## src/rtl/core/least_used_ratio_branch_select_core_macros.svh

```systemverilog
// ============================================================================
// Assertion macros for the least-used ratio branch selector
// Concurrent check wrappers that compile away when SYNTH is defined.
// ============================================================================
`ifndef LEAST_USED_RATIO_BRANCH_SELECT_CORE_MACROS_SVH
`define LEAST_USED_RATIO_BRANCH_SELECT_CORE_MACROS_SVH

`ifndef SYNTH
// Same-cycle implication, checked outside reset
`define LURB_ASSERT_NOW(label, ante, cons) \
    label: assert property (@(posedge i_clk) disable iff (!i_rst_n) (ante) |-> (cons)) \
        else $error("lurb assertion failed");
// Next-cycle implication, checked outside reset
`define LURB_ASSERT_NEXT(label, ante, cons) \
    label: assert property (@(posedge i_clk) disable iff (!i_rst_n) (ante) |=> (cons)) \
        else $error("lurb assertion failed");
`else
`define LURB_ASSERT_NOW(label, ante, cons)
`define LURB_ASSERT_NEXT(label, ante, cons)
`endif

`endif

```

## src/rtl/core/lurb_pkg.sv

```systemverilog
// ============================================================================
// lurb_pkg
// Shared types, constants and arithmetic helpers for the branch selector.
// ============================================================================
package lurb_pkg;

    localparam int MAX_BRANCHES_DEF = 64;
    localparam int BYTES_W          = 64;
    localparam int TOTAL_W          = 65;
    localparam int PROD_W           = 129;
    localparam int INDEX_W          = 6;
    localparam int HALF_W           = 32;

    // Policy kind of an item
    typedef enum logic [1:0] {
        MODE_ACTION = 2'd0,
        MODE_SEARCH = 2'd1,
        MODE_CREATE = 2'd2
    } t_mode;

    // Error codes, ordered by priority (larger wins)
    typedef enum logic [1:0] {
        ERR_NONE  = 2'd0,
        ERR_NOENT = 2'd1,
        ERR_ROFS  = 2'd2,
        ERR_NOSPC = 2'd3
    } t_err;

    // One filtered branch item
    typedef struct packed {
        logic                cons;   // branch takes part in the compare
        t_err                err;    // error noted by this item
        logic                last;   // item closes the run
        logic [BYTES_W-1:0]  used;   // normalized used bytes
        logic [TOTAL_W-1:0]  total;  // normalized total bytes
    } t_item;

    // Partial products of a 64 x 65 multiply
    typedef struct packed {
        logic [2*HALF_W-1:0] p00;
        logic [2*HALF_W-1:0] p01;
        logic [2*HALF_W-1:0] p10;
        logic [2*HALF_W-1:0] p11;
        logic [BYTES_W-1:0]  ext;    // used times the top total bit
    } t_xprod;

    // Both sides of a cross-multiplied fraction compare
    typedef struct packed {
        t_xprod lhs;
        t_xprod rhs;
    } t_xpair;

    // 64 x 65 product as four 32 x 32 partials plus the top-bit term
    function automatic t_xprod xprod(input logic [BYTES_W-1:0] u,
                                     input logic [TOTAL_W-1:0] t);
        t_xprod p;
        p.p00 = 64'(u[HALF_W-1:0])         * 64'(t[HALF_W-1:0]);
        p.p01 = 64'(u[HALF_W-1:0])         * 64'(t[2*HALF_W-1:HALF_W]);
        p.p10 = 64'(u[2*HALF_W-1:HALF_W])  * 64'(t[HALF_W-1:0]);
        p.p11 = 64'(u[2*HALF_W-1:HALF_W])  * 64'(t[2*HALF_W-1:HALF_W]);
        p.ext = t[TOTAL_W-1] ? u : '0;
        return p;
    endfunction

    // Sum the partials into the exact 129-bit product
    function automatic logic [PROD_W-1:0] fold(input t_xprod p);
        logic [PROD_W-1:0] s;
        s = PROD_W'(p.p00)
          + (PROD_W'(p.p01) << HALF_W)
          + (PROD_W'(p.p10) << HALF_W)
          + (PROD_W'(p.p11) << (2 * HALF_W))
          + (PROD_W'(p.ext) << (2 * HALF_W));
        return s;
    endfunction

endpackage

```

## src/rtl/core/lurb_pick.sv

```systemverilog
// ============================================================================
// lurb_pick
// Resolve stage: exact fraction compare, running best, worst error and
// the result register.
// ============================================================================
`include "least_used_ratio_branch_select_core_macros.svh"

module lurb_pick #(
    parameter int MAX_BRANCHES = lurb_pkg::MAX_BRANCHES_DEF
) (
    input  logic                              i_clk,
    input  logic                              i_rst_n,
    input  logic                              i_s2_valid,
    input  lurb_pkg::t_item                   i_s2,
    input  logic [$clog2(MAX_BRANCHES+1)-1:0] i_s2_pos,
    input  lurb_pkg::t_xpair                  i_xb,
    input  lurb_pkg::t_xpair                  i_xp,
    input  logic                              i_use_prev,
    input  logic                              i_stall,
    output logic                              o_advance,
    output logic                              o_win,
    output logic [lurb_pkg::BYTES_W-1:0]      o_lead_used,
    output logic [lurb_pkg::TOTAL_W-1:0]      o_lead_total,
    output logic                              o_valid,
    output logic                              o_found,
    output logic [lurb_pkg::INDEX_W-1:0]      o_chosen_index,
    output logic [1:0]                        o_error_kind
);

    localparam int PW = $clog2(MAX_BRANCHES + 1);

    logic                           r_have_best;
    lurb_pkg::t_err                 r_worst;
    logic [lurb_pkg::BYTES_W-1:0]   r_lead_used;
    logic [lurb_pkg::TOTAL_W-1:0]   r_lead_total;
    logic [PW-1:0]                  r_best_pos;
    logic                           r_out_valid;
    logic                           r_found;
    logic [lurb_pkg::INDEX_W-1:0]   r_index;
    lurb_pkg::t_err                 r_err_out;

    logic                           n_have_best;
    lurb_pkg::t_err                 n_worst;
    logic [lurb_pkg::BYTES_W-1:0]   n_lead_used;
    logic [lurb_pkg::TOTAL_W-1:0]   n_lead_total;
    logic [PW-1:0]                  n_best_pos;
    logic                           n_out_valid;
    logic                           n_found;
    logic [lurb_pkg::INDEX_W-1:0]   n_index;
    lurb_pkg::t_err                 n_err_out;

    logic [lurb_pkg::PROD_W-1:0]    b_lhs, b_rhs, p_lhs, p_rhs;
    logic                           less;
    logic                           fire;
    lurb_pkg::t_err                 merged;
    logic [PW-1:0]                  win_pos;
    logic [PW+lurb_pkg::INDEX_W-1:0] wide_pos;

    // Exact compare: candidate used * best total < best used * candidate total
    assign b_lhs = lurb_pkg::fold(i_xb.lhs);
    assign b_rhs = lurb_pkg::fold(i_xb.rhs);
    assign p_lhs = lurb_pkg::fold(i_xp.lhs);
    assign p_rhs = lurb_pkg::fold(i_xp.rhs);
    assign less  = i_use_prev ? (p_lhs < p_rhs) : (b_lhs < b_rhs);

    // Pipeline holds only while a result is pending behind a stalled one
    assign o_advance = !(r_out_valid && i_stall && i_s2_valid && i_s2.last);
    assign fire      = o_advance && i_s2_valid;
    assign o_win     = i_s2_valid && i_s2.cons && (!r_have_best || less);

    assign merged   = (i_s2.err > r_worst) ? i_s2.err : r_worst;
    assign win_pos  = o_win ? i_s2_pos : r_best_pos;
    assign wide_pos = {{lurb_pkg::INDEX_W{1'b0}}, win_pos};

    // Best state, error and result
    always_comb begin
        n_have_best  = r_have_best;
        n_worst      = r_worst;
        n_lead_used  = r_lead_used;
        n_lead_total = r_lead_total;
        n_best_pos   = r_best_pos;
        n_out_valid  = i_stall ? r_out_valid : 1'b0;
        n_found      = r_found;
        n_index      = r_index;
        n_err_out    = r_err_out;
        if (fire) begin
            if (o_win) begin
                n_have_best  = 1'b1;
                n_lead_used  = i_s2.used;
                n_lead_total = i_s2.total;
                n_best_pos   = i_s2_pos;
            end
            n_worst = merged;
            if (i_s2.last) begin
                n_out_valid = 1'b1;
                n_found     = r_have_best || o_win;
                if (r_have_best || o_win) begin
                    n_index   = wide_pos[lurb_pkg::INDEX_W-1:0];
                    n_err_out = lurb_pkg::ERR_NONE;
                end else begin
                    n_index   = '0;
                    n_err_out = merged;
                end
                // run closed: back to the empty state
                n_have_best  = 1'b0;
                n_worst      = lurb_pkg::ERR_NOENT;
                n_lead_used  = '0;
                n_lead_total = lurb_pkg::TOTAL_W'(1);
                n_best_pos   = '0;
            end
        end
    end

    always_ff @(posedge i_clk) begin
        if (!i_rst_n) begin
            r_have_best <= 1'b0;
            r_worst     <= lurb_pkg::ERR_NOENT;
            r_out_valid <= 1'b0;
        end else begin
            r_have_best <= n_have_best;
            r_worst     <= n_worst;
            r_out_valid <= n_out_valid;
        end
    end

    always_ff @(posedge i_clk) begin
        r_lead_used  <= n_lead_used;
        r_lead_total <= n_lead_total;
        r_best_pos   <= n_best_pos;
        r_found      <= n_found;
        r_index      <= n_index;
        r_err_out    <= n_err_out;
    end

    assign o_lead_used    = r_lead_used;
    assign o_lead_total   = r_lead_total;
    assign o_valid        = r_out_valid;
    assign o_found        = r_found;
    assign o_chosen_index = r_index;
    assign o_error_kind   = r_err_out;

    // Checks
    `LURB_ASSERT_NOW(a_found_no_err, r_out_valid && r_found, r_err_out == lurb_pkg::ERR_NONE)
    `LURB_ASSERT_NOW(a_miss_has_err, r_out_valid && !r_found, r_err_out != lurb_pkg::ERR_NONE)
    `LURB_ASSERT_NEXT(a_run_clears, fire && i_s2.last, !r_have_best && r_worst == lurb_pkg::ERR_NOENT)
    `LURB_ASSERT_NEXT(a_result_held, r_out_valid && i_stall, r_out_valid)
    `LURB_ASSERT_NEXT(a_last_gives_result, fire && i_s2.last, r_out_valid)

endmodule

```

## config.mk

```make
export PLATFORM = sky130hd
export DESIGN_NAME = lurb_pick
export DESIGN_NICKNAME = d
export VERILOG_FILES = /design/src/rtl/core/lurb_pkg.sv /design/src/rtl/core/lurb_pick.sv
export VERILOG_INCLUDE_DIRS = /design/src /design/src/rtl/core
export SDC_FILE = /design/constraint.sdc
export NUM_CORES = 2
export LEC_CHECK = 0
export ABC_AREA = 1
export BUFFER_PORTS_ARGS = -buffer_cell sky130_fd_sc_hd__buf_4
export CAP_MARGIN = 20
export CORE_AREA = 2 2 610 612
export CTS_CLUSTER_SIZE = 16
export DETAILED_ROUTE_END_ITERATION = 8
export DIE_AREA = 0 0 612 614
export HOLD_SLACK_MARGIN = 0.15
export PLACE_DENSITY = 0.35
export SLEW_MARGIN = 40
export SYNTH_ARGS = -nofsm -noshare
export SYNTH_HDL_FRONTEND = slang
export SYNTH_SLANG_ARGS = --single-unit
```

## constraint.sdc

```tcl
create_clock -name i_clk -period 30.2 [get_ports i_clk]
set_clock_uncertainty 0.05 [all_clocks]
set_input_delay 1.51 -clock i_clk [delete_from_list [all_inputs] [get_ports i_clk]]
set_output_delay 1.51 -clock i_clk [all_outputs]
set_load 0.02 [all_outputs]
```

### After elaboration in Yosys (flattened, before gate mapping)

Index checks and enable logic that the tools add are counted.

| word-level totals | value |
|---|---|
| logic and storage cells | 52 |
| input bits | 1425 |
| output and inout bits | 141 |
| flip-flop bits (word level) | 148 |

| operators by class | value |
|---|---|
| $lt $le $gt $ge | 3 |
| multiplexer cells | 11 |
| reduce and logical (&&, ||, !) cells | 13 |
| add/subtract/negate cells | 16 |

Operators with widths:

| operator | count |
|---|---|
| $add A129 B128 Y129 | 4 |
| $add A98 B128 Y129 | 4 |
| $add A97 B96 Y98 | 4 |
| $add A64 B96 Y97 | 4 |
| $lt A129 B129 Y1 | 2 |
| $mux W65 | 1 |
| $mux W64 | 1 |
| $logic_and A1 B1 Y1 | 6 |
| $mux W1 | 6 |
| $mux W6 | 1 |
| $mux W2 | 2 |
| $reduce_and A2 Y1 | 2 |
| $gt A2 B2 Y1 | 1 |
| $logic_not A1 Y1 | 2 |
| $logic_or A1 B1 Y1 | 2 |
| $reduce_bool A2 Y1 | 1 |

### Logic depth before layout (Yosys ltp)

| depth | value |
|---|---|
| depth in word-level cells | 10 |
| gate-level depth with buffers | 41 |
| mapped depth without buffers | 41 |

### Worst setup path before layout

No wires, ideal clock.

| timing path | value |
|---|---|
| path type | input to register |
| from | input i_xb[450] (netlist name) |
| to | register r_lead_total, in the netlist o_lead_total[0] (enable) |
| setup time | 0.795 ns |
| required time | 29.355 ns |
| slack | 14.898 ns |
| arrival | 14.456 ns |
| buffers on the path | 0 |
| stages on the path | 39 |
| cell sequence | inv_1 -> fa_1 -> inv_1 -> ha_1 -> ha_1 -> fa_1 -> nand2_1 -> clkinv_1 -> nand2_1 -> nand2_2 -> nand2_2 -> nand2_4 -> nand2_2 -> nand2_2 -> nand2_2 -> nand2_4 -> nand2_2 -> nand3_2 -> [3 not listed] -> nand2_1 -> xor2_1 -> ha_1 -> nand2_1 -> inv_1 -> nand2_1 -> nand2_1 -> nand2_1 -> nand2_1 -> nor2_1 -> nand2_1 -> a21oi_1 -> nand2_1 -> nor2_1 -> nand2_1 -> nand3_2 -> nand2_2 -> o21ai_0 |

| on the way | value |
|---|---|
| cells in the longest elaborated chain, start to end | 9 |

Ends and longest elaborated chain:

| item | RTL line | source |
|---|---|---|
| start: declaration | lurb_pick.sv:16 | `input lurb_pkg::t_xpair i_xb,` |
| $add A97 B96 Y98 | lurb_pkg.sv:70 | `+ (PROD_W'(p.p10) << HALF_W)` |
| $add A98 B128 Y129 | lurb_pkg.sv:71 | `+ (PROD_W'(p.p11) << (2 * HALF_W))` |
| $add A129 B128 Y129 | lurb_pkg.sv:72 | `+ (PROD_W'(p.ext) << (2 * HALF_W));` |
| $lt A129 B129 Y1 | lurb_pick.sv:64 | `assign less = i_use_prev ? (p_lhs < p_rhs) : (b_lhs < b_rhs);` |
| $mux W1 | lurb_pick.sv:64 |  |
| $logic_or A1 B1 Y1 | lurb_pick.sv:69 | `assign o_win = i_s2_valid && i_s2.cons && (!r_have_best \|\| less);` |
| $logic_and A1 B1 Y1 | lurb_pick.sv:69 |  |
| $reduce_bool A2 Y1 (no source line) | - |  |
| $reduce_and A2 Y1 (no source line) | - |  |
| end signal: assignment | lurb_pick.sv:128 | `r_lead_total <= n_lead_total;` |
| end: declaration | lurb_pick.sv:35 | `logic [lurb_pkg::TOTAL_W-1:0] r_lead_total;` |

No other way between the ends.
A chain may end at the register's enable or synchronous reset.

### Final worst setup path

| timing path | value |
|---|---|
| from | input i_xp[64] (netlist name) |
| to | output o_win |

| on the way | value |
|---|---|
| cells in the longest elaborated chain, start to end | 6 |

Ends and longest elaborated chain:

| item | RTL line | source |
|---|---|---|
| start: declaration | lurb_pick.sv:17 | `input lurb_pkg::t_xpair i_xp,` |
| $add A98 B128 Y129 | lurb_pkg.sv:71 |  |
| $add A129 B128 Y129 | lurb_pkg.sv:72 |  |
| $lt A129 B129 Y1 | lurb_pick.sv:64 |  |
| $mux W1 | lurb_pick.sv:64 |  |
| $logic_or A1 B1 Y1 | lurb_pick.sv:69 |  |
| $logic_and A1 B1 Y1 | lurb_pick.sv:69 |  |
| end: declaration | lurb_pick.sv:21 | `output logic o_win,` |

No other way between the ends.

==> results.json <==
{
  "grt_max_degree": 81,
  "clkTransAtPathRegs_ns": 0.07,
  "critPathLaunch": "i_xp[64]",
  "tns_ns": 0,
  "drv_slew": 0,
  "fin_crit_sh": 0.315,
  "layout-drive-gt1-share": 0.178,
  "cp_top_family": "simple AND/OR/NAND/NOR gates",
  "cts_made_buffers": 17,
  "finalPower_mw": 4.04,
  "synth.yosys.warnings": 0,
  "arrival_ns": 7.97,
  "maxCapViolations": 0,
  "yosys.area.top_type_share": 0.213,
  "start_kind": "input port",
  "fp.dieArea_sq_um": 376000,
  "remaining_drc_errors": 0,
  "cts_max_path_buffers": 2,
  "cp-end-kind": "output port",
  "dr.pass1.iters": 5,
  "synth-xor-area-share": 0.0502,
  "place_congestion": 0.965,
  "syn_area_sq_um": 59100,
  "critical_path_depth": 30,
  "synth_top_family_by_area": "adder cells",
  "hold_viol_final": 0,
  "power_density_nw_per_um2": 51.9,
  "cts_sinks": 148,
  "ys.flop_type": "edfxtp_1",
  "ios": 1566,
  "die_y_um": 614,
  "p_leak_nw": 40.2,
  "rrSetupSlack_ns": 26.98,
  "netlist_instances": 9063,
  "crit_buf_inv": 6,
  "ctsResizeCount": 0,
  "antenna_found_initial": 104,
  "routed_via_density": 4.05,
  "wire_per_inst_um": 24.0,
  "grt_pass1_vias": 67500,
  "synthTopCellsByArea": "ha_1 21%, inv_1 16%, fa_1 13%",
  "hpwl_um": 355000,
  "fillers": 43200,
  "synth_edf_count": 144,
  "synth_top_area_cell": "ha_1",
  "crit_required_ns": 28.64,
  "clkLatencyLatePin_ns": 0.43,
  "holdPathStages": 2,
  "hold_path_class": "reg -> reg",
  "globalRouteOverflowTotal": 0,
  "cts_setup_buffers": 0,
  "yosys.area_share.simple": 0.218,
  "core_area_sq_um": 370000,
  "crit_type": "in -> out",
  "dr.first_iter.drc_count": 3084,
  "crit_path_max_incr_delay_ns": 0.65,
  "crit-reg2reg-launch": "o_valid",
  "rows": 224,
  "syn_nets": 11900,
  "ys_async_sr_fraction": 0,
  "holdBufCountCts": 0,
  "cts_tree": "built",
  "yosys_register_bits": 148,
  "syn2layout_area_growth_pct": 31.5,
  "die_w_um": 612,
  "endpoint": "o_win",
  "syn_avg_cell_area_sq_um": 6.53,
  "period_minus_slack_ns": 9.53,
  "synthAdderAreaFrac": 0.346,
  "num_vias": 63400,
  "seq_area_frac_synth": 0.0745,
  "reg2reg_to": "o_lead_used[16]",
  "worst_pin_slew_ns": 0.870,
  "antenna_left": 0,
  "grt_usage": 0.192,
  "cts_root_buf": "clkbuf_16",
  "ir_worst_vdd_mv": 0.0396,
  "wl_um": 375000,
  "synth_compound_gate_area_share": 0.151,
  "crit_fanout": 8,
  "h-tree-depth": 4,
  "initial_core_util": 0.160,
  "relSlewSlack": 0.414,
  "grt_first_pass_wirelength_um": 506000,
  "synthDistinctLibCells": 63,
  "io_buffers": 1564,
  "rsz0062_at_grt": "false",
  "critical_path.slowest_cell": "nor3_1",
  "synthMuxAreaShare": 0,
  "ff2ff_path_depth": 7,
  "status": "finished clean",
  "clock.fmax_mhz": 105,
  "nets": 13500,
  "setup-violations-final": 0
}
placed cells by master, fill, tap and decap left out, types with 10 or more instances in the layout:
cell       count
o211ai_1      12
o21a_1        59
o21ai_1       42
nand3b_1      18
and3_1        10
xnor2_1      168
nand2_2       54
inv_2         57
a211oi_1      12
o21bai_1      72
fa_1         392
nand4_1       60
buf_4       1566
a21oi_2       28
nand3_1      212
nor2_1      1174
a31oi_1       48
o21ai_0      404
a21boi_0      27
a21oi_1      720
o21ai_2       20
edfxtp_1     144
nand3_2       14
nor3_1        72
clkbuf_16     17
nor4_1        19
nor3_2        14
nor4_2        11
nand2_1     1351
a21o_1        59
diode_2       27
nor2_2        55
xor2_1       169
ha_1        1007
inv_1       2459
synth_stat cells (27+ instances only):
library cell / number
nand3_1: 212
xor2_1: 169
nor2_2: 54
a21boi_0: 27
inv_1: 2459
o21a_1: 59
nor3_1: 72
nand2_2: 53
a21o_1: 59
nand2_1: 1352
a31oi_1: 48
nor2_1: 1175
o21ai_0: 407
xnor2_1: 168
ha_1: 1007
fa_1: 392
edfxtp_1: 144
a21oi_1: 720
o21bai_1: 72
inv_2: 57
nand4_1: 60
o21ai_1: 40
a21oi_2: 28
cell families (layout without fill, tap and decap cells):
logic type / count (synthesis) / after routing
adder cells (fa/ha/maj): 1399 / 1399
XOR/XNOR: 338 / 338
flip-flops: 148 / 148
other: 0 / 27
AO/OA/AOI/OAI: 1557 / 1557
buffers and inverters: 2534 / 4119
AND/OR/NAND/NOR: 3087 / 3087
flip-flops by register name, indices dropped and copies added, names as in the netlist:
signal / flops
o_found: 1
o_valid: 1
r_worst: 2
o_lead_used: 64
r_have_best: 1
o_error_kind: 2
o_chosen_index: 6
r_best_pos: 6
o_lead_total: 65
metrics by stage:
step / area [sq um] / setup WS, ns / hold slack (ns) / utilization / instances
after CTS: 77700 / 20.49 / 0.422 / 0.210 / 15600
final: 77800 / 20.67 / 0.422 / 0.210 / 15600
after detailed placement: 77100 / 20.09 / 0.410 / 0.208 / 15600
after global routing: 77800 / 20.35 / 0.462 / 0.210 / 15600
after floorplan: 59100 / 14.90 / 0.392 / - / 9063
after global placement: 77100 / 19.25 / 0.414 / 0.208 / 15600
where the power goes:
group          switching (mW)  internal (mW)  total (mW)
Clock                   0.114          0.113       0.226
Combinational            2.36           1.21        3.57
Sequential            0.00433          0.243       0.247
routing by layer:
layer  global-route usage  vias up  routed length [um]  part of all wire
met1                0.202    30000              137000              0.37
li1                     -    31400                   -                 -
met5              0.00400        -                 398            0.0011
met4               0.0655       34               14600             0.039
met3               0.0317      422               19100             0.051
met2                0.379     1615              204000              0.54
worst min path at each step:
stage	slack (ns)	from	end
floorplan	0.39	r_worst[1]	r_worst[1]
global route	0.46	r_worst[1]	r_worst[1]
finish	0.42	r_worst[1]	r_worst[1]
CTS	0.42	r_worst[1]	r_worst[1]
global placement	0.41	r_worst[1]	r_worst[1]
detailed placement	0.41	r_worst[1]	r_worst[1]
area by class of cell:
class                   instances  area [sq um]  share of cell area
diodes                         27          67.6            0.000869
well taps                    4972          6220              0.0800
clock inverters                15           183             0.00235
repair buffers               1568         11800               0.151
multi-input cells            6381         45200               0.582
flip-flops and latches        148          4400              0.0566
inverters                    2519          9460               0.122
clock buffers                  17           425             0.00547
tightest hold or removal path, delay by kind of cell (launching register included):
| family | cells | cell delay [ns] |
|---|---|---|
| flip-flops | 1 | 0.31 |
| AO/OA/AOI/OAI | 1 | 0.06 |
| AND/OR/NAND/NOR | 1 | 0.06 |
No activity file was read; power rests on OpenSTA's default activity.
