[config.mk]
export PLATFORM = sky130hd
export DESIGN_NAME = lurb_front
export DESIGN_NICKNAME = d
export VERILOG_FILES = /design/src/rtl/core/least_used_ratio_branch_select_core_macros.svh /design/src/rtl/core/lurb_pkg.sv /design/src/rtl/core/lurb_front.sv
export SDC_FILE = /design/constraint.sdc
export NUM_CORES = 1
export LEC_CHECK = 0
export ABC_CLOCK_PERIOD_IN_PS = 6100
export BUFFER_PORTS_ARGS = -buffer_cell sky130_fd_sc_hd__buf_2
export CELL_PAD_IN_SITES_DETAIL_PLACEMENT = 0
export CELL_PAD_IN_SITES_GLOBAL_PLACEMENT = 1
export CORE_UTILIZATION = 40
export DETAILED_ROUTE_END_ITERATION = 12
export PLACE_DENSITY = 0.85
export SETUP_SLACK_MARGIN = 0.1
export SYNTH_ARGS = -nofsm -noshare
export SYNTH_HDL_FRONTEND = slang
export SYNTH_SLANG_ARGS = --single-unit
export TNS_END_PERCENT = 10
[constraint.sdc]
create_clock -name i_clk -period 6.1 [get_ports i_clk]
set_clock_uncertainty 0.1 [all_clocks]
set_input_delay 1.22 -clock i_clk [delete_from_list [all_inputs] [get_ports i_clk]]
set_output_delay 1.22 -clock i_clk [all_outputs]
set_load 0.02 [all_outputs]
[src/rtl/core/least_used_ratio_branch_select_core_macros.svh]
// ============================================================================
// Assertion macros for the least-used ratio branch selector
// Concurrent check wrappers that compile away when SYNTH is defined.
// ============================================================================
`ifndef LEAST_USED_RATIO_BRANCH_SELECT_CORE_MACROS_SVH
`define LEAST_USED_RATIO_BRANCH_SELECT_CORE_MACROS_SVH

`ifndef SYNTH
// Same-cycle implication, checked outside reset
`define LURB_ASSERT_NOW(label, ante, cons) \
    label: assert property (@(posedge i_clk) disable iff (!i_rst_n) (ante) |-> (cons)) \
        else $error("lurb assertion failed");
// Next-cycle implication, checked outside reset
`define LURB_ASSERT_NEXT(label, ante, cons) \
    label: assert property (@(posedge i_clk) disable iff (!i_rst_n) (ante) |=> (cons)) \
        else $error("lurb assertion failed");
`else
`define LURB_ASSERT_NOW(label, ante, cons)
`define LURB_ASSERT_NEXT(label, ante, cons)
`endif

`endif

[src/rtl/core/lurb_pkg.sv]
// ============================================================================
// lurb_pkg
// Shared types, constants and arithmetic helpers for the branch selector.
// ============================================================================
package lurb_pkg;

    localparam int MAX_BRANCHES_DEF = 64;
    localparam int BYTES_W          = 64;
    localparam int TOTAL_W          = 65;
    localparam int PROD_W           = 129;
    localparam int INDEX_W          = 6;
    localparam int HALF_W           = 32;

    // Policy kind of an item
    typedef enum logic [1:0] {
        MODE_ACTION = 2'd0,
        MODE_SEARCH = 2'd1,
        MODE_CREATE = 2'd2
    } t_mode;

    // Error codes, ordered by priority (larger wins)
    typedef enum logic [1:0] {
        ERR_NONE  = 2'd0,
        ERR_NOENT = 2'd1,
        ERR_ROFS  = 2'd2,
        ERR_NOSPC = 2'd3
    } t_err;

    // One filtered branch item
    typedef struct packed {
        logic                cons;   // branch takes part in the compare
        t_err                err;    // error noted by this item
        logic                last;   // item closes the run
        logic [BYTES_W-1:0]  used;   // normalized used bytes
        logic [TOTAL_W-1:0]  total;  // normalized total bytes
    } t_item;

    // Partial products of a 64 x 65 multiply
    typedef struct packed {
        logic [2*HALF_W-1:0] p00;
        logic [2*HALF_W-1:0] p01;
        logic [2*HALF_W-1:0] p10;
        logic [2*HALF_W-1:0] p11;
        logic [BYTES_W-1:0]  ext;    // used times the top total bit
    } t_xprod;

    // Both sides of a cross-multiplied fraction compare
    typedef struct packed {
        t_xprod lhs;
        t_xprod rhs;
    } t_xpair;

    // 64 x 65 product as four 32 x 32 partials plus the top-bit term
    function automatic t_xprod xprod(input logic [BYTES_W-1:0] u,
                                     input logic [TOTAL_W-1:0] t);
        t_xprod p;
        p.p00 = 64'(u[HALF_W-1:0])         * 64'(t[HALF_W-1:0]);
        p.p01 = 64'(u[HALF_W-1:0])         * 64'(t[2*HALF_W-1:HALF_W]);
        p.p10 = 64'(u[2*HALF_W-1:HALF_W])  * 64'(t[HALF_W-1:0]);
        p.p11 = 64'(u[2*HALF_W-1:HALF_W])  * 64'(t[2*HALF_W-1:HALF_W]);
        p.ext = t[TOTAL_W-1] ? u : '0;
        return p;
    endfunction

    // Sum the partials into the exact 129-bit product
    function automatic logic [PROD_W-1:0] fold(input t_xprod p);
        logic [PROD_W-1:0] s;
        s = PROD_W'(p.p00)
          + (PROD_W'(p.p01) << HALF_W)
          + (PROD_W'(p.p10) << HALF_W)
          + (PROD_W'(p.p11) << (2 * HALF_W))
          + (PROD_W'(p.ext) << (2 * HALF_W));
        return s;
    endfunction

endpackage

[src/rtl/core/lurb_front.sv]
// ============================================================================
// lurb_front
// Input register: mode filters, total bytes and run position per item.
// ============================================================================
module lurb_front #(
    parameter int MAX_BRANCHES = lurb_pkg::MAX_BRANCHES_DEF
) (
    input  logic                              i_clk,
    input  logic                              i_rst_n,
    input  logic                              i_advance,
    input  logic                              i_valid,
    input  logic [1:0]                        i_mode,
    input  logic                              i_branch_readonly,
    input  logic                              i_branch_no_create,
    input  logic                              i_path_exists,
    input  logic                              i_stats_ok,
    input  logic                              i_fs_readonly,
    input  logic [lurb_pkg::BYTES_W-1:0]      i_space_used,
    input  logic [lurb_pkg::BYTES_W-1:0]      i_space_avail,
    input  logic [lurb_pkg::BYTES_W-1:0]      i_min_free_space,
    input  logic                              i_last_branch,
    output logic                              o_valid,
    output lurb_pkg::t_item                   o_item,
    output logic [$clog2(MAX_BRANCHES+1)-1:0] o_pos
);

    localparam int PW = $clog2(MAX_BRANCHES + 1);

    logic                   r_valid;
    logic [PW-1:0]          r_cnt;
    logic [PW-1:0]          r_pos;
    lurb_pkg::t_item        r_item;
    logic [PW-1:0]          n_cnt;
    lurb_pkg::t_item        n_item;
    logic                   accept;
    logic                   in_range;
    logic                   cons;
    lurb_pkg::t_err         err;
    logic [lurb_pkg::TOTAL_W-1:0] sum;

    assign accept   = i_valid && i_advance;
    assign in_range = r_cnt < PW'(MAX_BRANCHES);

    // Mode filters
    always_comb begin
        cons = 1'b0;
        err  = lurb_pkg::ERR_NONE;
        case (lurb_pkg::t_mode'(i_mode))
            lurb_pkg::MODE_ACTION: begin
                if (i_branch_readonly)   err  = lurb_pkg::ERR_ROFS;
                else if (!i_path_exists) err  = lurb_pkg::ERR_NOENT;
                else if (!i_stats_ok)    err  = lurb_pkg::ERR_NOENT;
                else if (i_fs_readonly)  err  = lurb_pkg::ERR_ROFS;
                else                     cons = 1'b1;
            end
            lurb_pkg::MODE_SEARCH: begin
                cons = i_path_exists && i_stats_ok;
            end
            lurb_pkg::MODE_CREATE: begin
                if (i_branch_readonly || i_branch_no_create) err = lurb_pkg::ERR_ROFS;
                else if (!i_stats_ok)                     err  = lurb_pkg::ERR_NOENT;
                else if (i_fs_readonly)                   err  = lurb_pkg::ERR_ROFS;
                else if (i_space_avail < i_min_free_space) err = lurb_pkg::ERR_NOSPC;
                else                                      cons = 1'b1;
            end
            default: begin
                cons = 1'b0;
            end
        endcase
        // items past the branch limit are ignored
        if (!in_range) begin
            cons = 1'b0;
            err  = lurb_pkg::ERR_NONE;
        end
    end

    // Total bytes; a zero total reads as 0/1
    assign sum = {1'b0, i_space_used} + {1'b0, i_space_avail};

    always_comb begin
        n_item.cons  = cons;
        n_item.err   = err;
        n_item.last  = i_last_branch;
        n_item.used  = i_space_used;
        n_item.total = sum;
        if (sum == '0) begin
            n_item.used  = '0;
            n_item.total = lurb_pkg::TOTAL_W'(1);
        end
    end

    // Run position, saturating at the limit, cleared after the last item
    always_comb begin
        n_cnt = r_cnt;
        if (accept) begin
            if (i_last_branch) n_cnt = '0;
            else if (in_range) n_cnt = r_cnt + PW'(1);
        end
    end

    always_ff @(posedge i_clk) begin
        if (!i_rst_n) begin
            r_valid <= 1'b0;
            r_cnt   <= '0;
        end else begin
            r_cnt <= n_cnt;
            if (i_advance) r_valid <= i_valid;
        end
    end

    always_ff @(posedge i_clk) begin
        if (accept) begin
            r_item <= n_item;
            r_pos  <= r_cnt;
        end
    end

    assign o_valid = r_valid;
    assign o_item  = r_item;
    assign o_pos   = r_pos;

endmodule

# Word-level counts from Yosys, hierarchy flattened
# Cells that the tools add are included.
# word_totals
reg_bits,148
in_bits,204
elab_cells,41
out_inout_bits,141
# classes
n_addsub,2
n_reduce_logical,7
magnitude_cmp,2
eq_ne,2
n_mux,20
# op_table
cell,n
$add 64x64->65,1
$logic_not 65->1,1
$lt 64x64->1,1
$mux 2,8
$mux 7,2
$mux 1,8
$add 7x1->7 const B,1
$lt 7x7->1 const B,1
$pmux 2 s2,1
$pmux 1 s3,1
$eq 2x1->1 const B,1
$eq 2x2->1 const B,1
$logic_and 1x1->1,2
$logic_not 2->1,1
$reduce_and 2->1,1
$reduce_bool 2->1,1
$logic_or 1x1->1,1

# Depth between registers and ports, before layout
# Gate-level depths: netlist of run 1.
# depth
word_depth,6
mapped_depth,15
ltp_nobuf,12

# Worst setup path after synthesis of run 1
# Ideal clock, no wire load.
# synth_timing
path_kind,input to register
start,input port i_space_used[0] (netlist name)
end,register r_item (netlist bit o_item[100]) (data pin)
path_buffers,2
stages,13
t_arrival_ns,4.706
path_slack_ns,1.032
t_required_ns,5.738
setup_time_ns,0.262
cell_sequence,ha_1 fa_1 xor2_1 or3_1 nor4_1 or4b_1 or4_1 or4b_1 nor4_1 and4_1 buf_4 buf_6 a21boi_2
# synth_between
elab_chain_cells,2
# synth_lines
item,line_no,source
from (decl),lurb_front.sv:18,"input logic [lurb_pkg::BYTES_W-1:0] i_space_used,"
$add 64x64->65,lurb_front.sv:78,"assign sum = {1'b0, i_space_used} + {1'b0, i_space_avail};"
$logic_not 65->1,lurb_front.sv:86,if (sum == '0) begin
to (signal assigned),lurb_front.sv:113,r_item <= n_item;
to (decl),lurb_front.sv:32,lurb_pkg::t_item r_item;
# Every way passes these cells.
# A chain may end at the register's enable or synchronous reset.

# Worst setup path after layout of run 1
# layout_timing
start,input port i_space_used[0] (netlist name)
end,register r_item (netlist bit o_item[73]) (data pin)
# Same word-level chain as after synthesis.

==> results of run 1 <==
-- worst paths after layout --
path                    from          to  slack (ns)  cells past startpoint
min                 r_cnt[5]    o_pos[5]        0.38                      0
max          i_space_used[0]  o_item[73]        0.66                     13
min reg2reg         r_cnt[5]    o_pos[5]        0.38                      0
max reg2reg         r_cnt[6]    r_cnt[5]        4.58                      4
-- layout make-up --
cell class | count | area, um2 | share of cell area, %
clock inverters | 15 | 148 | 1.03
flip-flops and latches | 148 | 4360 | 30.3
clock buffers | 17 | 425 | 2.96
multi-input cells | 935 | 6810 | 47.3
repair buffers | 358 | 1890 | 13.1
well taps | 384 | 480 | 3.34
inverters | 73 | 279 | 1.94
-- cell usage in the layout (no fill, tap or decap), types with 8 or more instances in the layout --
cell type / synthesis / layout
sky130_fd_sc_hd__nor2b_1: 10 / 10
sky130_fd_sc_hd__inv_1: 73 / 72
sky130_fd_sc_hd__a21boi_2: 50 / 50
sky130_fd_sc_hd__nor3_1: 21 / 21
sky130_fd_sc_hd__o21ai_0: 70 / 70
sky130_fd_sc_hd__a21o_1: 47 / 47
sky130_fd_sc_hd__buf_2: 10 / 344
sky130_fd_sc_hd__o21bai_1: 9 / 9
sky130_fd_sc_hd__nand2_1: 92 / 92
sky130_fd_sc_hd__o21a_1: 9 / 9
sky130_fd_sc_hd__ha_1: 128 / 128
sky130_fd_sc_hd__a31oi_1: 8 / 8
sky130_fd_sc_hd__and3_1: 8 / 8
sky130_fd_sc_hd__a21oi_1: 111 / 111
sky130_fd_sc_hd__buf_4: 1 / 9
sky130_fd_sc_hd__nor4_1: 14 / 14
sky130_fd_sc_hd__nor2_1: 73 / 73
sky130_fd_sc_hd__edfxtp_1: 140 / 140
sky130_fd_sc_hd__xnor2_1: 25 / 25
sky130_fd_sc_hd__nand4_1: 45 / 45
sky130_fd_sc_hd__xor2_1: 29 / 29
sky130_fd_sc_hd__a211oi_1: 12 / 12
sky130_fd_sc_hd__dfxtp_1: 8 / 8
sky130_fd_sc_hd__o211ai_1: 8 / 8
sky130_fd_sc_hd__a21boi_0: 17 / 17
sky130_fd_sc_hd__nand3_1: 15 / 15
sky130_fd_sc_hd__and4_1: 13 / 12
sky130_fd_sc_hd__or3_1: 9 / 9
sky130_fd_sc_hd__clkbuf_16: 0 / 17
-- cells by family after synthesis --
family                   after synthesis  share of synthesized area [%]
AO/OA/AOI/OAI                        412                           25.1
AND/OR/NAND/NOR                      336                           14.8
multiplexers                           4                          0.364
buffers and inverters                125                           4.48
XOR/XNOR                              54                           4.05
flip-flops                           148                           37.4
adder cells (fa/ha/maj)              129                           13.9
-- state kept, by name (all words and copies together) (netlist names) --
name and count:
o_item 133, o_valid 1, r_cnt 7, o_pos 7
-- worst max-delay path, delay by kind of cell --
kind | cells | cell delay [ns]
simple gates | 7 | 3.01
fa+ha+maj | 2 | 0.64
buf+inv | 2 | 0.35
xor+xnor | 1 | 0.17
compound gates | 1 | 0.07
-- power groups by stage --
stage	clock network, mW	logic [mW]	registers [mW]
after CTS	1.08	1.02	1.25
final	1.06	1.03	1.25
after global placement	0	1.01	1.27
after floorplan	0	0.532	1.38
after global routing	1.11	1.12	1.26
after detailed placement	0	1.01	1.27
-- layer usage --
layer  track usage, %  vias up
met5                0        -
met4             6.31        2
met3             4.31       43
met2             40.6      400
met1             35.1     5125
li1                 -     5244
-- stage by stage --
step / hold WS, ns / util (%)
3_5_place_dp: 0.369 / 48.2
4_1_cts: 0.382 / 50.1
6_report: 0.383 / 50.1
3_3_place_gp: 0.363 / 48.2
5_1_grt: 0.403 / 50.1
2_1_floorplan: 0.339 / -
==> impl_summary.md, run 1 <==
Global routing
The number of antenna violations at the first check in global routing came to 1. In the global route stage, overall resource usage came out at 25.2%. Entering global routing, the biggest net connects 104 pins. The first-pass GRT wire length is 58700 um.

The total overflow left after global routing is 0. The number of global-route vias before repair is ~10000.

Drt
The routed wire length is 38100 um. The met2 wire length is about 17000 um. After detailed routing, the wire length on met1 is roughly 18000 um. The detailed router's first-iteration violation count is a little under 900.

The final antenna-violating net count is 0. The number of search-and-repair iterations in the first detailed-routing pass is 5. The amount of wire on met3 after detailed routing is between 2000 and 2500 um.

For this run, design rule violations remaining after detail routing come to 0. In the final routed layout, each cell accounts on average for 19.7 um. In the routed layout, each cell is associated on average with a via count of 5.60.

The highest layer used for signal routing is met5. For this block, the via count after detailed routing is 10800.

Clock network
The number of buffers inserted by post-CTS setup repair is 0. The count of hold buffers inserted by post-cts repair is 0. The tree is rooted in a sky130_fd_sc_hd__clkbuf_16.

After clock tree synthesis, the clock-pin slew on the worst setup and hold paths is ~0.070 ns. The number of clock sinks is 148. The maximum clock insertion buffer count is 2.

The later pin in the worst-skew pair is clocked with a latency of 0.43 ns. TritonCTS built the clock tree. Gates resized during post-CTS repair numbered 0. The number of levels the H-tree was split into is 4. In this run, CTS created clock tree buffers numbering 17.

Synthesis
The number of enable flip-flop cells after synthesis is 140. The distinct cell type count of the synthesized netlist is a little under 80. For this run, asynchronously set or reset flops after synthesis account for 0%. Counting every instance in the synthesized netlist gives 1208. The most common cell in the synthesized netlist is sky130_fd_sc_hd__edfxtp_1. Dividing the synthesized area by the synthesized cell count gives 9.67 um2. The commonest cells after synthesis are sky130_fd_sc_hd__edfxtp_1 (140), sky130_fd_sc_hd__ha_1 (128), sky130_fd_sc_hd__a21oi_1 (111).

The largest area contributor in the netlist is sky130_fd_sc_hd__edfxtp_1. Summed over its instances, the top area cell type makes up 36.0% of the synthesized netlist area. The portion of the post-synthesis area used by sequential elements is 37.4%. The count of synthesis-stage warnings from yosys is 0.

The most common flop cell mapped by yosys is sky130_fd_sc_hd__edfxtp_1. By area the synthesized netlist is led by sky130_fd_sc_hd__edfxtp_1 (36%), sky130_fd_sc_hd__ha_1 (14%), sky130_fd_sc_hd__a21boi_2 (4.8%). The post-synthesis net count is 1541. After synthesis the cells add up to 11700 um2. Counting flops and latches in the post-synthesis netlist gives 148.

Timing
Setup violations remaining at the end of the flow were counted as 0. The highest attainable clock frequency is 0.184 GHz. The number of slew-limit violations in the final report was 0. The post-route worst setup slack is 0.659 ns.

The post-layout minimum cycle time is 5.44 ns. For the pin with the worst max-slew slack, the measured transition is just under 1 ns. The count of final hold-check violations is 0. Dividing the final minimum period by the clock period gives 89.2%. The remaining max-slew budget at the tightest pin is 35.4%. Setup repair after global routing left no endpoint under its margin. The setup TNS after final layout is 0 ns.

Place
The cell count after placement is around 1900. The congestion estimate from routability-driven global placement came to about 0.94. Detailed placement ended at an HPWL of around 31000 um. In this run the tool buffered the top-level ports with between 300 and 400 buffer cells. The worst-case setup slack after placement is approximately 0.28 ns. Once placement finished, the instance area stood at between 10000 and 15000 um2.

Setup path
Along the worst path, the maximum fanout reaches 20. The highest cell delay on the worst timing path is about 0.54 ns. The arrival time reported for the critical path endpoint is 5.51 ns. For the worst setup path, the data required time is 6.17 ns. The worst setup path is of the primary input to register kind. The worst setup path is captured at a register. STA classifies the critical path startpoint as a primary input. The signal on the critical path passes through buf_2 -> ha_1 -> fa_1 -> xor2_1 -> or3_1 -> nor4_1 -> or4b_1 -> or4_1 -> or4b_1 -> nor4_1 -> and4_4 -> buf_12 -> a21boi_2.

The highest-delay cell along the critical path is sky130_fd_sc_hd__or4b_1.

Pwr
The power per cell area is 232 nW/um2. The net switching power of the design is 1.17 mW. The internal power of the cells totals between 2 and 2.5 mW. The leakage power figure is 6.31 nW. The register share of total power is 37.3%. After layout, the design draws a total of 3.34 mW. IR analysis of the VDD net gives a maximum drop of 0.000180 V. The share of total power in the clock network is roughly a third. The switching share of power is a little over a third. Per report_power, the combinational group accounts for a little under a third of the total.

Die
The width of the die is 173 um. The die outline area is around 30000 um2. The total area inside the core boundary comes to between 20000 and 30000 um2. For this design the top-level I/O count stands at about 350. The initial cell density of the core is 40.7%. The floorplan die height is 173 um. The count of standard-cell rows is between 60 and 70.

Finish
In the final layout, the share of cells above drive strength 1 is 29.8%. The post-layout instance area is around 14000 um2. The number of cells in the finished layout apart from fillers is ~1900. The area added between synthesis and finish is 23.2%. The number of nets at the end of the flow is around 1900.

The number of antenna repair diodes is 0. The count of filler cells inserted in the layout is 2768.

Flow run
The tool flagged a number of max-cap violations equal to 0.

Outcome
The flow ran to the end, and the final reports show no timing, DRC or antenna violations.

Hold path
The type of the tightest min-delay check is register to register.
(Power assumes the default switching activity.)
==> run 2: changes to the inputs <==
--- a/config.mk
+++ b/config.mk
@@ -6,12 +6,13 @@
 export NUM_CORES = 1
 export LEC_CHECK = 0
 export ABC_CLOCK_PERIOD_IN_PS = 6100
-export BUFFER_PORTS_ARGS = -buffer_cell sky130_fd_sc_hd__buf_2
 export CELL_PAD_IN_SITES_DETAIL_PLACEMENT = 0
 export CELL_PAD_IN_SITES_GLOBAL_PLACEMENT = 1
-export CORE_UTILIZATION = 40
+export CORE_UTILIZATION = 49
 export DETAILED_ROUTE_END_ITERATION = 12
-export PLACE_DENSITY = 0.85
+export DONT_BUFFER_PORTS = 1
+export PLACE_DENSITY = 0.84
+export RECOVER_POWER = 50
 export SETUP_SLACK_MARGIN = 0.1
 export SYNTH_ARGS = -nofsm -noshare
 export SYNTH_HDL_FRONTEND = slang
==> impl_summary.md, run 2 (synthesis results as in run 1) <==
Global routing
The number of antenna violations at the first check in global routing is 0. Global routing finished with a remaining overflow of 0. The number of global-route vias before repair was 9200. Global routing consumed, over all layers together, about 28% of the routing resources.

The largest net degree at the start of global routing is 102. The first global-routing pass estimated 52400 um of wire.

Place
The final weighted congestion in routability-driven placement is 0.926. Input and output buffers added on the ports amount to 0. The detailed placer's ending HPWL is 28300 um.

Outcome
The flow ran to the end, but the final reports show violations. The final reports fail on capacitance limit, slew limit.

Clock network
After clock tree synthesis, the setup repair step added 0 buffers. The count of hold buffers inserted by post-cts repair is 0. Clock tree synthesis inserted a total of 17 buffers. The number of clock sinks is 148. Counting along the longest clock path gives a buffer depth of 2.

TritonCTS built the clock tree. The root cell of the clock tree is sky130_fd_sc_hd__clkbuf_16. The clock-pin slew reported for the worst setup and hold paths after clock tree synthesis is 0.07 ns. The H-tree was split into 4 levels.

Clock latency on the worst-skew pair, taken at its later pin, is between 0.4 and 0.5 ns. The count of instances resized after the clock tree is built is 0.

Drt
Once detail routing completed, the nets flagged for antenna violations numbered 0. Using the TritonRoute via totals, the vias-per-cell ratio works out to 6.36. For this block, the initial DRC count from the detailed router was 952.

The total vias in the final route is about 9700. The routed wire length is 34800 um. The number of search-and-repair iterations in the first detailed-routing pass is 5. The per-cell routed wire length is between 20 and 25 um. After detailed routing, the number of remaining DRC violations is 0.

Finish
For this run, the share of the core covered by cells in the final layout is a little over half. The repair_antennas step left the layout with diodes totalling 0. The proportion of layout cells with a drive suffix above 1 is 9.33%. The register with the most flip-flops in the layout has 133 of them. The final layout contains 1520 nets. The library cells used most frequently in the layout, excluding fill and tap cells, are sky130_fd_sc_hd__edfxtp_1 (140), sky130_fd_sc_hd__ha_1 (128), sky130_fd_sc_hd__a21oi_1 (112).

Relative to the synthesized area, the layout overhead comes to 7.21%. The most frequent standard cell in the layout excluding fill and tap cells is sky130_fd_sc_hd__edfxtp_1.

Pwr
The clock network is responsible for 32.8% of the overall power. The net switching power of the design is ~1.1 mW. The power per cell area is 252 nW/um2. The internal power component is 2.05 mW. IR analysis of the VDD net gives a maximum drop of 0.000116 V.

Sequential cells account for 43.6% of the total power. Combinational cells account for 23.6% of the total power. In this run switching power makes up a little over a third of total power. Total power for the finished layout comes to 3.16 mW. The leakage power figure is ~5.0 nW.

Timing
Setup violations remaining at the end of the flow were counted as 0. The fraction of the cycle the final worst path needs is 88.6%. For the final routed database, the setup TNS stands at 0 ns. The remaining max-slew budget at the tightest pin is -160%. Setup repair after global routing left no endpoint under its margin.

The number of slew-limit violations in the final report was approximately 100. For the pin with the worst max-slew slack, the measured transition is 3.90 ns. The count of final hold-check violations is 0. Derived from the worst setup path, the maximum achievable clock frequency is 0.185 GHz. The post-layout minimum cycle time is 5.40 ns.

Die
The count of pins on the block boundary is 345. From left edge to right edge, the die measures 156 um. The placeable core region is 23400 um2. For this configuration, the core starts out at a cell density of 49.9%. The die covers around 24000 um2. The count of standard-cell rows is 56. The floorplan die height is between 150 and 200 um.

Setup path
The slowest stage of the critical path belongs to the cell sky130_fd_sc_hd__or4b_1. Walking the worst path, the cells encountered are ha_1 -> fa_1 -> a211oi_1 -> o21ai_1 -> xor2_1 -> or4b_1 -> or4_1 -> or4b_1 -> nor4_1 -> and4_4 -> buf_4 -> a21boi_2. The cell that appears most often on the critical path is sky130_fd_sc_hd__or4b_1.

The worst setup path is captured at a register. The required arrival time at the worst endpoint is 6.18 ns. For this run, the slowest stage of the critical path takes 0.54 ns. The startpoint kind of the worst setup timing path is a primary input. In this run the worst path has a maximum fanout of 24. STA puts the critical path data arrival time at 5.48 ns. The setup path with the least slack is of type primary input to register.

Flow run
The number of max-capacitance violations reported is 1.

Hold path
The type of the tightest min-delay check is register to register.
run 2: changes by cell type in the layout (fill, tap and decap cells not counted), sizes merged:
cell      previous run  this run
buf                358        12
bufinv               1         0
clkinv               4         2
clkinvlp             5         1
inv                 78        85
run 2: final cells by class:
cell class	count	area (um2)
Clock inverter	15	131
Timing Repair Buffer	12	128
Tap cell	319	399
Fill cell	2168	10900
Sequential cell	148	4360
Multi-Input combinational cell	935	6800
Clock buffer	17	425
Inverter	73	274
run 2: per-layer routing:
metal  vias to the layer above  GRT usage, %  share of wire [%]
met5                         -             0                  0
met4                         0          8.50                2.1
met3                        60          7.70                8.9
met2                       465          44.9                 45
met1                      4571          37.9                 44
li1                       4563             -                  -
run 2: final timing paths:
check,startpoint,end,slack [ns],cells past startpoint
max reg2reg,r_cnt[6],r_cnt[5],4.59,4
min,r_cnt[5],o_pos[5],0.38,0
min reg2reg,r_cnt[5],o_pos[5],0.38,0
max,i_space_used[0],o_item[69],0.70,12
run 2: power groups by stage:
stage	registers, mW	logic [mW]	clock network [mW]
after floorplan	1.38	0.532	0
after CTS	1.38	0.735	1.04
final	1.38	0.746	1.04
after global placement	1.40	0.724	0
after detailed placement	1.40	0.730	0
after global routing	1.39	0.823	1.08
run 2: critical path: cells and delay by family:
family / cells / cell delay [ns]
buffers and inverters: 1 / 0.33
xor gates and xnor gates: 1 / 0.21
and+or+nand+nor: 5 / 2.40
AOI/OAI and AO/OA: 3 / 0.68
adders and majority gates: 2 / 0.63
run 2: per-stage QoR:
stage | setup WS, ns | hold slack, ns | instances | instance area (um2)
after CTS | 0.745 | 0.383 | 1519 | 12500
after global routing | 0.487 | 0.403 | 1519 | 12500
final | 0.696 | 0.379 | 1519 | 12500
after detailed placement | 0.303 | 0.368 | 1487 | 12000
after floorplan | 1.03 | 0.339 | 1208 | 11700
after global placement | 0.390 | 0.370 | 1487 | 12000
